### src/design/rtdi_pkg.sv
package rtdi_pkg;

    localparam int unsigned CLASS_W   = 2;
    localparam int unsigned BRAKE_W   = 14;
    localparam int unsigned HOLD_W    = 16;
    localparam int unsigned NOW_W     = 32;
    localparam int unsigned CHIME_W   = 2;
    localparam int unsigned S_DATA_W  = 56;
    localparam int unsigned M_DATA_W  = 8;
    localparam int unsigned CFG_IDX_W = 1;
    localparam int unsigned CFG_DATA_W = 16;

    localparam logic [BRAKE_W-1:0] BRAKE_THRESHOLD_RESET = 14'd1000;
    localparam logic [HOLD_W-1:0]  HOLD_TIME_RESET       = 16'd1000;

    typedef enum logic [CLASS_W-1:0] {
        CLASS_OTHER     = 2'd0,
        CLASS_ENERGIZED = 2'd1,
        CLASS_DRIVE     = 2'd2,
        CLASS_UNUSED    = 2'd3
    } bms_class_t;

    typedef enum logic [CHIME_W-1:0] {
        CHIME_NONE  = 2'd0,
        CHIME_ENTER = 2'd1,
        CHIME_EXIT  = 2'd2,
        CHIME_RSVD  = 2'd3
    } chime_t;

    typedef enum logic [CFG_IDX_W-1:0] {
        REG_BRAKE_THRESHOLD = 1'b0,
        REG_HOLD_TIME       = 1'b1
    } cfg_index_t;

    typedef struct packed {
        logic [NOW_W-1:0]   now_ms;
        logic               bms_fresh;
        logic               brake_fresh;
        logic [BRAKE_W-1:0] brake_level;
        logic               button_pressed;
        bms_class_t         bms_class;
    } in_item_t;

    typedef struct packed {
        chime_t toggle_chime;
        chime_t transition_chime;
        logic   ready_to_drive;
    } out_item_t;

    typedef struct packed {
        logic [BRAKE_W-1:0] brake_threshold;
        logic [HOLD_W-1:0]  hold_time_ms;
    } cfg_t;

endpackage

### src/design/ready_to_drive_interlock.sv
// Ready-to-drive interlock, one result item for every input item.
// Each item passes the input register, then the result register, which drives m_tvalid.
// Throughput: one item per cycle unless m_tready stalls the output; the state update is a
// single compare-and-flag pass between the input register and the result register.
// Reset (aresetn low, synchronous): both channels empty, interlock state cleared,
// brake_threshold and hold_time_ms back to 1000.
module ready_to_drive_interlock #(
    parameter int unsigned TIME_BITS = 32
) (
    input  logic                            aclk,
    input  logic                            aresetn,
    input  logic                            s_tvalid,
    output logic                            s_tready,
    // bms_class[1:0], button_pressed[2], brake_level[16:3], brake_fresh[17],
    // bms_fresh[18], now_ms[50:19], zero fill [55:51]
    input  logic [rtdi_pkg::S_DATA_W-1:0]   s_tdata,
    output logic                            m_tvalid,
    input  logic                            m_tready,
    // ready_to_drive[0], transition_chime[2:1], toggle_chime[4:3], zero fill [7:5]
    output logic [rtdi_pkg::M_DATA_W-1:0]   m_tdata,
    input  logic                            cfg_wr_en,
    input  logic [rtdi_pkg::CFG_IDX_W-1:0]  cfg_addr,
    input  logic [rtdi_pkg::CFG_DATA_W-1:0] cfg_wdata
);
    import rtdi_pkg::*;

    localparam int unsigned ITEM_W = $bits(in_item_t);
    localparam int unsigned RES_W  = $bits(out_item_t);

    logic      in_valid_reg;
    in_item_t  in_item_reg;
    logic      out_valid_reg;
    out_item_t out_item_reg;
    out_item_t result;
    cfg_t      cfg;
    logic      advance;
    logic      step;

    // The result register frees up whenever it is empty or being drained.
    assign advance  = !out_valid_reg || m_tready;
    assign step     = in_valid_reg && advance;
    assign s_tready = !in_valid_reg || advance;

    rtdi_cfg u_cfg (
        .aclk      (aclk),
        .aresetn   (aresetn),
        .cfg_wr_en (cfg_wr_en),
        .cfg_addr  (cfg_addr),
        .cfg_wdata (cfg_wdata),
        .cfg       (cfg)
    );

    rtdi_core #(
        .TIME_BITS (TIME_BITS)
    ) u_core (
        .aclk    (aclk),
        .aresetn (aresetn),
        .step    (step),
        .item    (in_item_reg),
        .cfg     (cfg),
        .result  (result)
    );

    always_ff @(posedge aclk) begin
        if (!aresetn) begin
            in_valid_reg  <= 1'b0;
            out_valid_reg <= 1'b0;
        end else begin
            if (s_tready) begin
                in_valid_reg <= s_tvalid;
            end
            if (advance) begin
                out_valid_reg <= in_valid_reg;
            end
        end
    end

    always_ff @(posedge aclk) begin
        if (s_tvalid && s_tready) begin
            in_item_reg <= in_item_t'(s_tdata[ITEM_W-1:0]);
        end
        if (step) begin
            out_item_reg <= result;
        end
    end

    assign m_tvalid = out_valid_reg;
    assign m_tdata  = {{(M_DATA_W-RES_W){1'b0}}, out_item_reg};

endmodule

### src/design/rtdi_cfg.sv
module rtdi_cfg (
    input  logic                          aclk,
    input  logic                          aresetn,
    input  logic                          cfg_wr_en,
    input  logic [rtdi_pkg::CFG_IDX_W-1:0]  cfg_addr,
    input  logic [rtdi_pkg::CFG_DATA_W-1:0] cfg_wdata,
    output rtdi_pkg::cfg_t                cfg
);
    import rtdi_pkg::*;

    logic [BRAKE_W-1:0] brake_threshold_reg;
    logic [HOLD_W-1:0]  hold_time_reg;

    always_ff @(posedge aclk) begin
        if (!aresetn) begin
            brake_threshold_reg <= BRAKE_THRESHOLD_RESET;
            hold_time_reg       <= HOLD_TIME_RESET;
        end else if (cfg_wr_en) begin
            unique case (cfg_index_t'(cfg_addr))
                REG_BRAKE_THRESHOLD: brake_threshold_reg <= cfg_wdata[BRAKE_W-1:0];
                REG_HOLD_TIME:       hold_time_reg       <= cfg_wdata[HOLD_W-1:0];
                default: ;
            endcase
        end
    end

    assign cfg.brake_threshold = brake_threshold_reg;
    assign cfg.hold_time_ms    = hold_time_reg;

endmodule

### src/design/rtdi_core.sv
module rtdi_core #(
    parameter int unsigned TIME_BITS = 32
) (
    input  logic                aclk,
    input  logic                aresetn,
    input  logic                step,
    input  rtdi_pkg::in_item_t  item,
    input  rtdi_pkg::cfg_t      cfg,
    output rtdi_pkg::out_item_t result
);
    import rtdi_pkg::*;

    typedef logic [TIME_BITS-1:0] tick_t;

    bms_class_t prev_class_reg, prev_class_next;
    logic       ready_reg, ready_next;
    logic       armed_reg, armed_next;
    logic       latched_reg, latched_next;
    tick_t      arm_start_reg, arm_start_next;

    tick_t      now_t;
    tick_t      elapsed;
    logic       active;
    logic       arm_cond;
    logic       held;

    assign now_t    = TIME_BITS'(item.now_ms);
    assign active   = (item.bms_class == CLASS_ENERGIZED) || (item.bms_class == CLASS_DRIVE);
    assign arm_cond = item.brake_fresh && item.bms_fresh && item.button_pressed
                      && (item.brake_level > cfg.brake_threshold);

    always_comb begin
        prev_class_next = item.bms_class;
        ready_next      = ready_reg;
        armed_next      = armed_reg;
        latched_next    = latched_reg;
        arm_start_next  = arm_start_reg;
        elapsed         = '0;
        held            = 1'b0;
        result.transition_chime = CHIME_NONE;
        result.toggle_chime     = CHIME_NONE;

        if (prev_class_reg == CLASS_ENERGIZED && item.bms_class == CLASS_DRIVE) begin
            result.transition_chime = CHIME_ENTER;
        end else if (prev_class_reg == CLASS_DRIVE && item.bms_class == CLASS_ENERGIZED) begin
            result.transition_chime = CHIME_EXIT;
        end

        if (!active) begin
            ready_next   = 1'b0;
            armed_next   = 1'b0;
            latched_next = 1'b0;
        end else begin
            if (arm_cond) begin
                if (!armed_reg) begin
                    armed_next     = 1'b1;
                    arm_start_next = now_t;
                end
            end else begin
                armed_next = 1'b0;
            end

            // Differences wrap naturally at the width of the time base.
            elapsed = now_t - arm_start_next;
            held    = armed_next && (elapsed >= TIME_BITS'(cfg.hold_time_ms));

            // One toggle per press: the latch holds until the hold condition drops.
            if (held) begin
                if (!latched_reg) begin
                    ready_next          = !ready_reg;
                    result.toggle_chime = ready_reg ? CHIME_EXIT : CHIME_ENTER;
                    latched_next        = 1'b1;
                end
            end else begin
                latched_next = 1'b0;
            end
        end
        result.ready_to_drive = ready_next;
    end

    always_ff @(posedge aclk) begin
        if (!aresetn) begin
            prev_class_reg <= CLASS_OTHER;
            ready_reg      <= 1'b0;
            armed_reg      <= 1'b0;
            latched_reg    <= 1'b0;
            arm_start_reg  <= '0;
        end else if (step) begin
            prev_class_reg <= prev_class_next;
            ready_reg      <= ready_next;
            armed_reg      <= armed_next;
            latched_reg    <= latched_next;
            arm_start_reg  <= arm_start_next;
        end
    end

endmodule

### config.mk
export PLATFORM = sky130hd
export DESIGN_NAME = ready_to_drive_interlock
export DESIGN_NICKNAME = d
export VERILOG_FILES = /design/src/design/rtdi_pkg.sv /design/src/design/ready_to_drive_interlock.sv /design/src/design/rtdi_cfg.sv /design/src/design/rtdi_core.sv
export SDC_FILE = /design/constraint.sdc
export NUM_CORES = 1
export LEC_CHECK = 0
export BUFFER_PORTS_ARGS = -buffer_cell sky130_fd_sc_hd__buf_2
export CORE_ASPECT_RATIO = 1.4
export CORE_UTILIZATION = 59
export DETAILED_ROUTE_END_ITERATION = 10
export GPL_ROUTABILITY_DRIVEN = 0
export HOLD_SLACK_MARGIN = 0.05
export MAX_ROUTING_LAYER = met4
export PLACE_DENSITY_LB_ADDON = 0.25
export SKIP_LAST_GASP = 1
export SLEW_MARGIN = 20
export SYNTH_ARGS = -nofsm -noshare
export SYNTH_HDL_FRONTEND = slang
export SYNTH_SLANG_ARGS = --single-unit
export TNS_END_PERCENT = 30
### constraint.sdc
create_clock -name aclk -period 8.2 [get_ports aclk]
set_input_delay 0.41 -clock aclk [delete_from_list [all_inputs] [get_ports aclk]]
set_output_delay 0.41 -clock aclk [all_outputs]
set_load 0.05 [all_outputs]
==> results by group, run 1 <==
Logic synthesis
  • Largest cells by area after synthesis: edfxtp_1 22%, dfxtp_1 18%, ha_1 10%
  • Warnings, synthesis: 0
  • Mean Syn Cell Area: 9.19 sq um
  • FFs w/ async S/R, synth: 0%
  • Top cell type's share of synthesized area: 22.4%
  • Post-synth EDFFs: 56
  • #FFs+latches synth: 125
  • Post-Syn Area: 0.00750 sq mm
  • Synth unique cells: 69
  • Synth cell count leaders: 88 x nand2_1, 69 x dfxtp_1, 67 x a21oi_1, 67 x nor2_1, 60 x ha_1
  • Top FF cell, synth: dfxtp_1
  • Register area share after synthesis: 40.8%
  • Gate Count Post-Synth: 817
  • Count leader, synth: nand2_1
  • Area leader, netlist: edfxtp_1

Route
  • DR iter-0 viols: 518
  • Residual DRC count: 0
  • Routed Antenna Nets: 0
  • Via density per instance: 6.13
  • Via count: 6421
  • DR WL/cell: 17.2 um
  • Routed WL: 18000 um
  • Pre-Repair DR Iteration Count: 6

Worst setup path
  • Most frequent CP cell: a21oi_1
  • Crit. End Element: flop
  • CP arrival: 8000 ps
  • R2R cell count: 33
  • Critical-path top delay cell: or4b_4
  • Reg2Reg Setup Slack: 530 ps
  • Crit Reg-Reg Startpoint: in_item_reg[7]$_DFFE_PP_
  • RR Endpoint: u_core.ready_reg$_SDFFE_PN0P_
  • Max FO, Critical Path: 16
  • Crit path buffers/inverters: 2
  • Crit Path Class: flop to flop
  • Delay-heaviest family, CP: compound AO/OA/AOI/OAI gates
  • CP peak stage delay: 570 ps
  • Critical path required time: 8530 ps
  • Startpoint types: flop

Clock network
  • Clk pin slew, worst setup/hold paths: 60 ps
  • Clock sinks: 125
  • TritonCTS clock tree: built
  • CTS Hold Bufs: 0
  • Clock Latency Late Sink: 430 ps
  • Clock Root Buffer: clkbuf_16
  • Clock Path Buffers: 2
  • Cts bufs inserted: 17
  • CTS HTree Levels: 4

Timing
  • Worst Max-Slew Pin Slew: 992 ps
  • Final Hold Vio Count: 0
  • Slew margin rel.: 33.8%
  • Fin crit period: 7670 ps
  • Final setup fails: 0
  • Max Slew Vio Count: 0
  • RSZ-0062 raised after global routing: false
  • TNS Setup: 0 ps
  • Maximum clock rate: 0.130 GHz
  • Part of the cycle the worst path needs: 93.5%
  • Max Clock Skew: 21.6 ps

Die
  • Die area: 0.0132 sq mm
  • Initial Util: 60.7%
  • I/O pin cnt: 88
  • Die height: 135 um
  • Core Area: 0.0124 sq mm
  • Rows: 48
  • Die W: 97.3 um

Pwr
  • Power density cells: 215 mW/mm^2
  • IR drop worst, VDD: 0.124 mV
  • Static Leak: 3.44 nW
  • Design Power: 1.85 mW

Global routing
  • First-pass GRT wire length: 28900 um
  • Antenna violations before repair: 0
  • Congestion Overflow GR: 0
  • All-Layer GR Usage: 28.4%
  • Number of global-route vias before repair: 6244
  • Largest net degree at the start of global routing: 52

Run
  • Max Cap Viol: 0

Layout
  • Antenna cells: 0
  • NumNets Final: 1023
  • Layout cells sized above 1: 15.3%
  • Area Overhead vs Synth: 15.2%
  • Max reg flops: 51

Hold path
  • Hold path start: s_tdata[23]
  • Endpoint, Worst Hold: in_item_reg[23]$_DFFE_PP_
  • Hold crit path type: input pin to flop
  • Worst hold stages: 1

Placement
  • Port buffer count: 79
  • Final HPWL DP: 13000 um

Status
  • Status: complete, no violations
-- layout make-up --
type,count,area [sq um]
Tap cell,150,188
Clock buffer,18,429
Timing Repair Buffer,85,440
Inverter,50,188
Sequential cell,125,3060
Fill cell,933,3730
Clock inverter,14,191
Multi-Input combinational cell,605,4140
-- through the flow --
stage          util, %  worst slack, ps  hold slack, ps  cells  cell area (sq um)
2_1_floorplan        -             1580             436    819               7510
3_3_place_gp      64.5              973             447   1014               7980
3_5_place_dp      64.5              656             448   1014               7980
4_1_cts           69.5              574             155   1046               8600
5_1_grt           69.9             37.1             154   1047               8640
6_report          69.9              532             155   1047               8640
-- metal layers --
metal / vias to the layer above / part of all wire, % / GRT usage [%]
met5: - / 0 / -
met4: 0 / 4.1 / 15.0
met3: 80 / 4.8 / 5.42
met2: 244 / 50 / 49.0
met1: 2993 / 41 / 31.1
li1: 3104 / - / -
-- worst max-delay path by stage --
stage / endpoint / cells after the start / start / slack [ps]
4_1_cts: u_core.ready_reg$_SDFFE_PN0P_ / 31 / in_item_reg[15]$_DFFE_PP_ / 570
5_1_grt: u_core.ready_reg$_SDFFE_PN0P_ / 33 / in_item_reg[6]$_DFFE_PP_ / 40
3_3_place_gp: m_tdata[0]$_DFFE_PP_ / 31 / in_item_reg[15]$_DFFE_PP_ / 970
3_5_place_dp: u_core.ready_reg$_SDFFE_PN0P_ / 31 / in_item_reg[15]$_DFFE_PP_ / 660
2_1_floorplan: m_tdata[0]$_DFFE_PP_ / 32 / in_item_reg[15]$_DFFE_PP_ / 1580
6_report: u_core.ready_reg$_SDFFE_PN0P_ / 33 / in_item_reg[7]$_DFFE_PP_ / 530
-- cell families (layout without fill, tap and decap cells) --
kind of cell	count (synthesis)	in the layout	share of synthesized area (%)
buf+inv	89	167	4.62
xor+xnor	25	25	3.02
other cells	1	3	0.0500
fa+ha+maj	64	64	10.7
simple gates	253	253	15.8
mux	38	38	5.10
compound gates	222	222	20.0
flops	125	125	40.8
-- worst reg2reg max path: cells and delay by family (launching register included) --
| kind | cells | cell delay, ps |
|---|---|---|
| simple gates | 9 | 1870 |
| fa+ha+maj | 3 | 1040 |
| flops | 1 | 380 |
| buf+inv | 2 | 340 |
| xor+xnor | 1 | 230 |
| compound gates | 18 | 3710 |
-- cells in the final DEF, fill, tap and decap left out, types with 4 or more instances in the layout --
| cell type | instances |
|---|---|
| nor2b_1 | 7 |
| or3_1 | 4 |
| and2_1 | 9 |
| nand4_1 | 11 |
| a211o_1 | 5 |
| edfxtp_1 | 56 |
| o211ai_1 | 23 |
| nand2b_1 | 12 |
| xnor2_1 | 17 |
| nor2_1 | 66 |
| buf_2 | 79 |
| xor2_1 | 7 |
| clkbuf_16 | 17 |
| a21oi_1 | 66 |
| a211oi_1 | 29 |
| a31oi_1 | 4 |
| inv_1 | 50 |
| nand2_1 | 88 |
| a21o_1 | 20 |
| nand3_1 | 19 |
| buf_4 | 6 |
| bufinv_16 | 4 |
| ha_1 | 60 |
| dfxtp_1 | 69 |
| nor3_1 | 13 |
| o21a_1 | 5 |
| a21boi_0 | 4 |
| mux2i_1 | 36 |
| o21ai_0 | 25 |
| o31ai_1 | 4 |
-- repair_timing --
item,in CTS,in global routing
resized for setup,0,6
setup buffers,0,1
setup endpoints to repair,0,4
-- report_power, final --
group          switching (mW)  internal [mW]
clock network           0.285          0.509
logic                   0.215          0.141
registers              0.0178          0.686
total                   0.519           1.34
(Power assumes the default switching activity.)
==> inputs of run 2 (changes only) <==
Settings changed: ABC_AREA set to 1.
==> results by group, run 2 <==
Clock network
  • TritonCTS clock tree: built
  • Cts bufs inserted: 17
  • CTS HTree Levels: 4
  • CTS Hold Bufs: 0
  • Clock sinks: 125
  • Clock Latency Late Sink: 420 ps
  • Post-CTS sizing: 0
  • Post-CTS Setup Bufs: 0
  • Clock Path Buffers: 2
  • Clock Root Buffer: clkbuf_16
  • Clk pin slew, worst setup/hold paths: 60 ps

Global routing
  • First-pass GRT wire length: 27800 um
  • Antenna violations before repair: 0
  • Congestion Overflow GR: 0
  • Number of global-route vias before repair: 6317
  • All-Layer GR Usage: 27.4%
  • Largest net degree at the start of global routing: 61

Logic synthesis
  • Top FF cell, synth: dfxtp_1
  • Largest cells by area after synthesis: edfxtp_1 23%, dfxtp_1 18%, ha_1 10%
  • Top cell type's share of synthesized area: 22.5%
  • FFs w/ async S/R, synth: 0%
  • Register area share after synthesis: 41.0%
  • Gate Count Post-Synth: 928
  • Post-Syn Area: 0.00747 sq mm
  • Synth cell count leaders: 169 x nand2_1, 136 x inv_1, 98 x a21oi_1
  • Post-synth EDFFs: 56
  • Area leader, netlist: edfxtp_1
  • Warnings, synthesis: 0
  • #FFs+latches synth: 125
  • Count leader, synth: nand2_1
  • Synth unique cells: 40
  • Mean Syn Cell Area: 8.05 sq um

Timing
  • Slew margin rel.: 38.6%
  • RSZ-0062 raised after global routing: false
  • Max Slew Vio Count: 0
  • Maximum clock rate: 0.152 GHz
  • Max Clock Skew: 8.06 ps
  • Worst Max-Slew Pin Slew: 919 ps
  • Final setup fails: 0
  • Fin crit period: 6580 ps
  • Final Hold Vio Count: 0
  • TNS Setup: 0 ps
  • Part of the cycle the worst path needs: 80.2%

Layout
  • NumNets Final: 1144
  • Max reg flops: 51
  • Antenna cells: 0
  • Layout cells sized above 1: 15.3%
  • Area Overhead vs Synth: 14.9%
  • Final core utilization: 69.7%
  • Commonest non-fill, non-tap cell in the layout: nand2_1
  • Most frequent cells in the layout: 169 x nand2_1, 135 x inv_1, 98 x a21oi_1
  • FILL cells: 994

Status
  • Status: complete, no violations

Pwr
  • Power density cells: 218 mW/mm^2
  • Design Power: 1.87 mW
  • IR drop worst, VDD: 0.160 mV
  • Static Leak: 3.90 nW

Die
  • Initial Util: 60.7%
  • Rows: 48
  • Core Area: 0.0123 sq mm
  • Die height: 135 um
  • Die W: 97.1 um
  • Die area: 0.0131 sq mm
  • I/O pin cnt: 88

Route
  • DR WL/cell: 14.5 um
  • Top sig layer: met4
  • DR WL met2: 9080 um
  • DR iter-0 viols: 291
  • Routed Antenna Nets: 0
  • Residual DRC count: 0
  • Via density per instance: 5.53
  • Via count: 6464
  • Met1 wire length: 6590 um
  • Routed WL: 16900 um
  • Met3 WL: 580 um
  • Pre-Repair DR Iteration Count: 5

Run
  • Max Cap Viol: 0

Worst setup path
  • Crit. End Element: flop
  • Startpoint types: flop
  • CP peak stage delay: 600 ps
  • Critical path required time: 8370 ps
  • Most frequent CP cell: nand2_1
  • Crit path buffers/inverters: 5
  • Delay-heaviest family, CP: simple AND/OR/NAND/NOR gates
  • Critical-path top delay cell: nor2_1
  • Crit Path Class: flop to flop
  • Max FO, Critical Path: 26
  • CP arrival: 6750 ps

Placement
  • Port buffer count: 79
  • Final HPWL DP: 12300 um

Hold path
  • Hold crit path type: input pin to flop
==> run 2: through the flow <==
step                      setup slack (ps)  instances  cell area (sq um)  hold slack, ps
after global routing                  1040       1168               8580             147
after global placement                1910       1136               7950             447
after CTS                             1690       1168               8580             154
after detailed placement              1770       1136               7950             451
after floorplan                       2670        930               7470             433
final                                 1620       1168               8580             159
==> run 2: where the power goes <==
group,internal (mW),leakage [nW],switching (mW)
clock network,0.523,0.307,0.278
logic,0.132,2.49,0.232
registers,0.690,1.11,0.0157
total,1.34,3.90,0.525
==> run 2: layout make-up <==
cell class	instances	area, sq um	area share (%)
Clock buffer	21	460	5.37
Clock inverter	11	165	1.93
Inverter	138	519	6.05
Multi-Input combinational cell	641	3760	43.9
Sequential cell	125	3060	35.7
Tap cell	150	188	2.19
Timing Repair Buffer	82	418	4.87
==> run 2: final timing paths <==
check                                                  from                                        end  slack [ps]  cells past startpoint
hold / removal                                  s_tdata[49]                  in_item_reg[49]$_DFFE_PP_         160                      1
hold reg to reg   u_cfg.brake_threshold_reg[2]$_SDFFE_PN0P_  u_cfg.brake_threshold_reg[2]$_SDFFE_PN0P_         460                      2
setup reg to reg                  in_item_reg[12]$_DFFE_PP_                       m_tdata[0]$_DFFE_PP_        1620                     39
setup / recovery                  in_item_reg[12]$_DFFE_PP_                       m_tdata[0]$_DFFE_PP_        1620                     39
==> run 2: kinds of logic after synthesis <==
| kind of cell | after synthesis | synth area share (%) |
|---|---|---|
| compound gates | 212 | 15.2 |
| xor+xnor | 18 | 2.11 |
| fa+ha+maj | 61 | 10.3 |
| buf+inv | 164 | 8.75 |
| flops | 125 | 41.0 |
| mux | 19 | 2.55 |
| other cells | 1 | 0.0502 |
| simple gates | 328 | 20.0 |
==> run 2: metal layers <==
layer | up-vias | global-route usage (%)
met5 | - | -
met4 | 0 | 14.5
met3 | 57 | 5.07
met2 | 165 | 51.0
met1 | 2966 | 26.7
li1 | 3276 | -
==> inputs of run 3 (changes only) <==
Settings changed: ABC_AREA 1 to 0, CORE_UTILIZATION 59 to 53.
Clock period 8.2 ns to 5.8 ns, I/O delays scaled along.
==> results by group, run 3 (synthesized netlist as in run 1, its figures left out) <==
Die
  • Initial Util: 54.2%
  • Die height: 143 um
  • Die W: 103 um
  • I/O pin cnt: 88
  • Rows: 51
  • Die area: 0.0146 sq mm
  • Core Area: 0.0138 sq mm

Timing
  • Worst hold slack: 84.0 ps
  • Maximum clock rate: 0.152 GHz
  • Max Slew Vio Count: 0
  • Fin crit period: 6600 ps
  • PnR worst setup slack: -798 ps
  • Max Clock Skew: 7.39 ps
  • RSZ-0062 raised after global routing: true
  • Part of the cycle the worst path needs: 114%
  • Slew margin rel.: 47.3%
  • Final Hold Vio Count: 0
  • Final setup fails: 5
  • Worst Max-Slew Pin Slew: 791 ps

Worst setup path
  • CP arrival: 6950 ps
  • Startpoint types: flop
  • Critical-path top delay cell: or4b_4
  • Most frequent CP cell: buf_4
  • CP peak stage delay: 540 ps
  • Crit path buffers/inverters: 6
  • RR Endpoint: u_core.ready_reg$_SDFFE_PN0P_
  • Reg2Reg Setup Slack: -800 ps
  • Crit. End Element: flop
  • R2R cell count: 33
  • Critical path required time: 6150 ps
  • Max FO, Critical Path: 7
  • Delay-heaviest family, CP: simple AND/OR/NAND/NOR gates
  • Crit Path Class: flop to flop
  • Crit Reg-Reg Startpoint: in_item_reg[15]$_DFFE_PP_

Hold path
  • Hold path start: s_tvalid
  • Worst hold stages: 3
  • Hold crit path type: input pin to flop
  • Endpoint, Worst Hold: in_valid_reg$_SDFFE_PN0N_

Route
  • Pre-Repair DR Iteration Count: 5
  • DR iter-0 viols: 246
  • Via density per instance: 5.62
  • Routed WL: 19700 um
  • Via count: 6834
  • DR WL/cell: 16.2 um
  • Residual DRC count: 0
  • Routed Antenna Nets: 0

Placement
  • Final HPWL DP: 13800 um
  • Port buffer count: 79

Global routing
  • Largest net degree at the start of global routing: 58
  • Number of global-route vias before repair: 6629
  • Antenna violations before repair: 0
  • All-Layer GR Usage: 28.5%
  • First-pass GRT wire length: 30600 um
  • Congestion Overflow GR: 0

Clock network
  • Cts bufs inserted: 17
  • Clock Root Buffer: clkbuf_16
  • Clock Path Buffers: 2
  • Clock Latency Late Sink: 430 ps
  • TritonCTS clock tree: built
  • Clock sinks: 125
  • CTS HTree Levels: 4
  • Clk pin slew, worst setup/hold paths: 60 ps

Pwr
  • Power density cells: 272 mW/mm^2
  • IR drop worst, VDD: 0.187 mV
  • Static Leak: 4.07 nW

Layout
  • Commonest non-fill, non-tap cell in the layout: nand2_1
  • Final core utilization: 72.6%
  • Antenna cells: 0
  • Area Overhead vs Synth: 34.0%
  • Most frequent cells in the layout: 88 x nand2_1, 86 x buf_4, 79 x buf_2
  • Max reg flops: 51
  • NumNets Final: 1157
  • Layout cells sized above 1: 24.8%

Status
  • Status: finished with violations
  • Violated checks: negative setup slack

Run
  • Max Cap Viol: 0
[run 3: through the flow]
stage	power (mW)	TNS, ps	worst slack, ps	cells	area (sq um)
finish	2.73	-3670	-798	1216	10100
global route	2.84	-5460	-1150	1216	10100
CTS	2.71	-2830	-655	1210	9900
detailed placement	1.57	-3940	-874	1121	8640
global placement	1.57	-3240	-713	1121	8640
floorplan	1.38	-869	-243	819	7620
[run 3: power breakdown]
group / switching, mW / internal [mW] / total (mW)
sequential: 0.0274 / 0.969 / 0.997
combinational: 0.335 / 0.293 / 0.628
clock: 0.426 / 0.681 / 1.11
[run 3: final cells by class]
class,count,area (sq um)
Sequential cell,125,3060
Multi-Input combinational cell,605,4370
Clock inverter,15,190
Timing Repair Buffer,219,1590
Clock buffer,17,425
Tap cell,185,231
Inverter,50,188
Fill cell,1041,3790
[run 3: worst reg2reg max path, delay by kind of cell, from the launching register on]
family	cells	cell delay [ps]
adder cells (fa/ha/maj)	3	830
flip-flops	1	440
buffers and inverters	6	910
AND/OR/NAND/NOR	11	2010
multiplexers	2	550
AO/OA/AOI/OAI	11	1760
[run 3: worst max path at each step]
stage / slack [ps] / startpoint / endpoint / depth (start not counted)
after global routing: -1150 / in_item_reg[15]$_DFFE_PP_ / u_core.ready_reg$_SDFFE_PN0P_ / 33
after CTS: -650 / in_item_reg[16]$_DFFE_PP_ / u_core.ready_reg$_SDFFE_PN0P_ / 33
after global placement: -710 / in_item_reg[7]$_DFFE_PP_ / u_core.ready_reg$_SDFFE_PN0P_ / 32
after floorplan: -240 / in_item_reg[16]$_DFFE_PP_ / m_tdata[0]$_DFFE_PP_ / 33
after detailed placement: -870 / in_item_reg[16]$_DFFE_PP_ / u_core.ready_reg$_SDFFE_PN0P_ / 31
final: -800 / in_item_reg[15]$_DFFE_PP_ / u_core.ready_reg$_SDFFE_PN0P_ / 33
[run 3: per-layer routing]
layer,wire length (um),GRT usage [%]
met1,7640,27.9
met2,10300,50.8
met3,722,5.63
met4,1030,17.1
met5,0,-
[run 3: what timing repair did]
item                                   in CTS  in global routing
pin swaps                                   9                 24
cloned                                      0                  0
setup buffers                               6                  6
gates resized for setup                    16                 24
endpoints found under the hold margin      51                  0
setup endpoints to repair                   5                  5
hold buffers                               51                  0
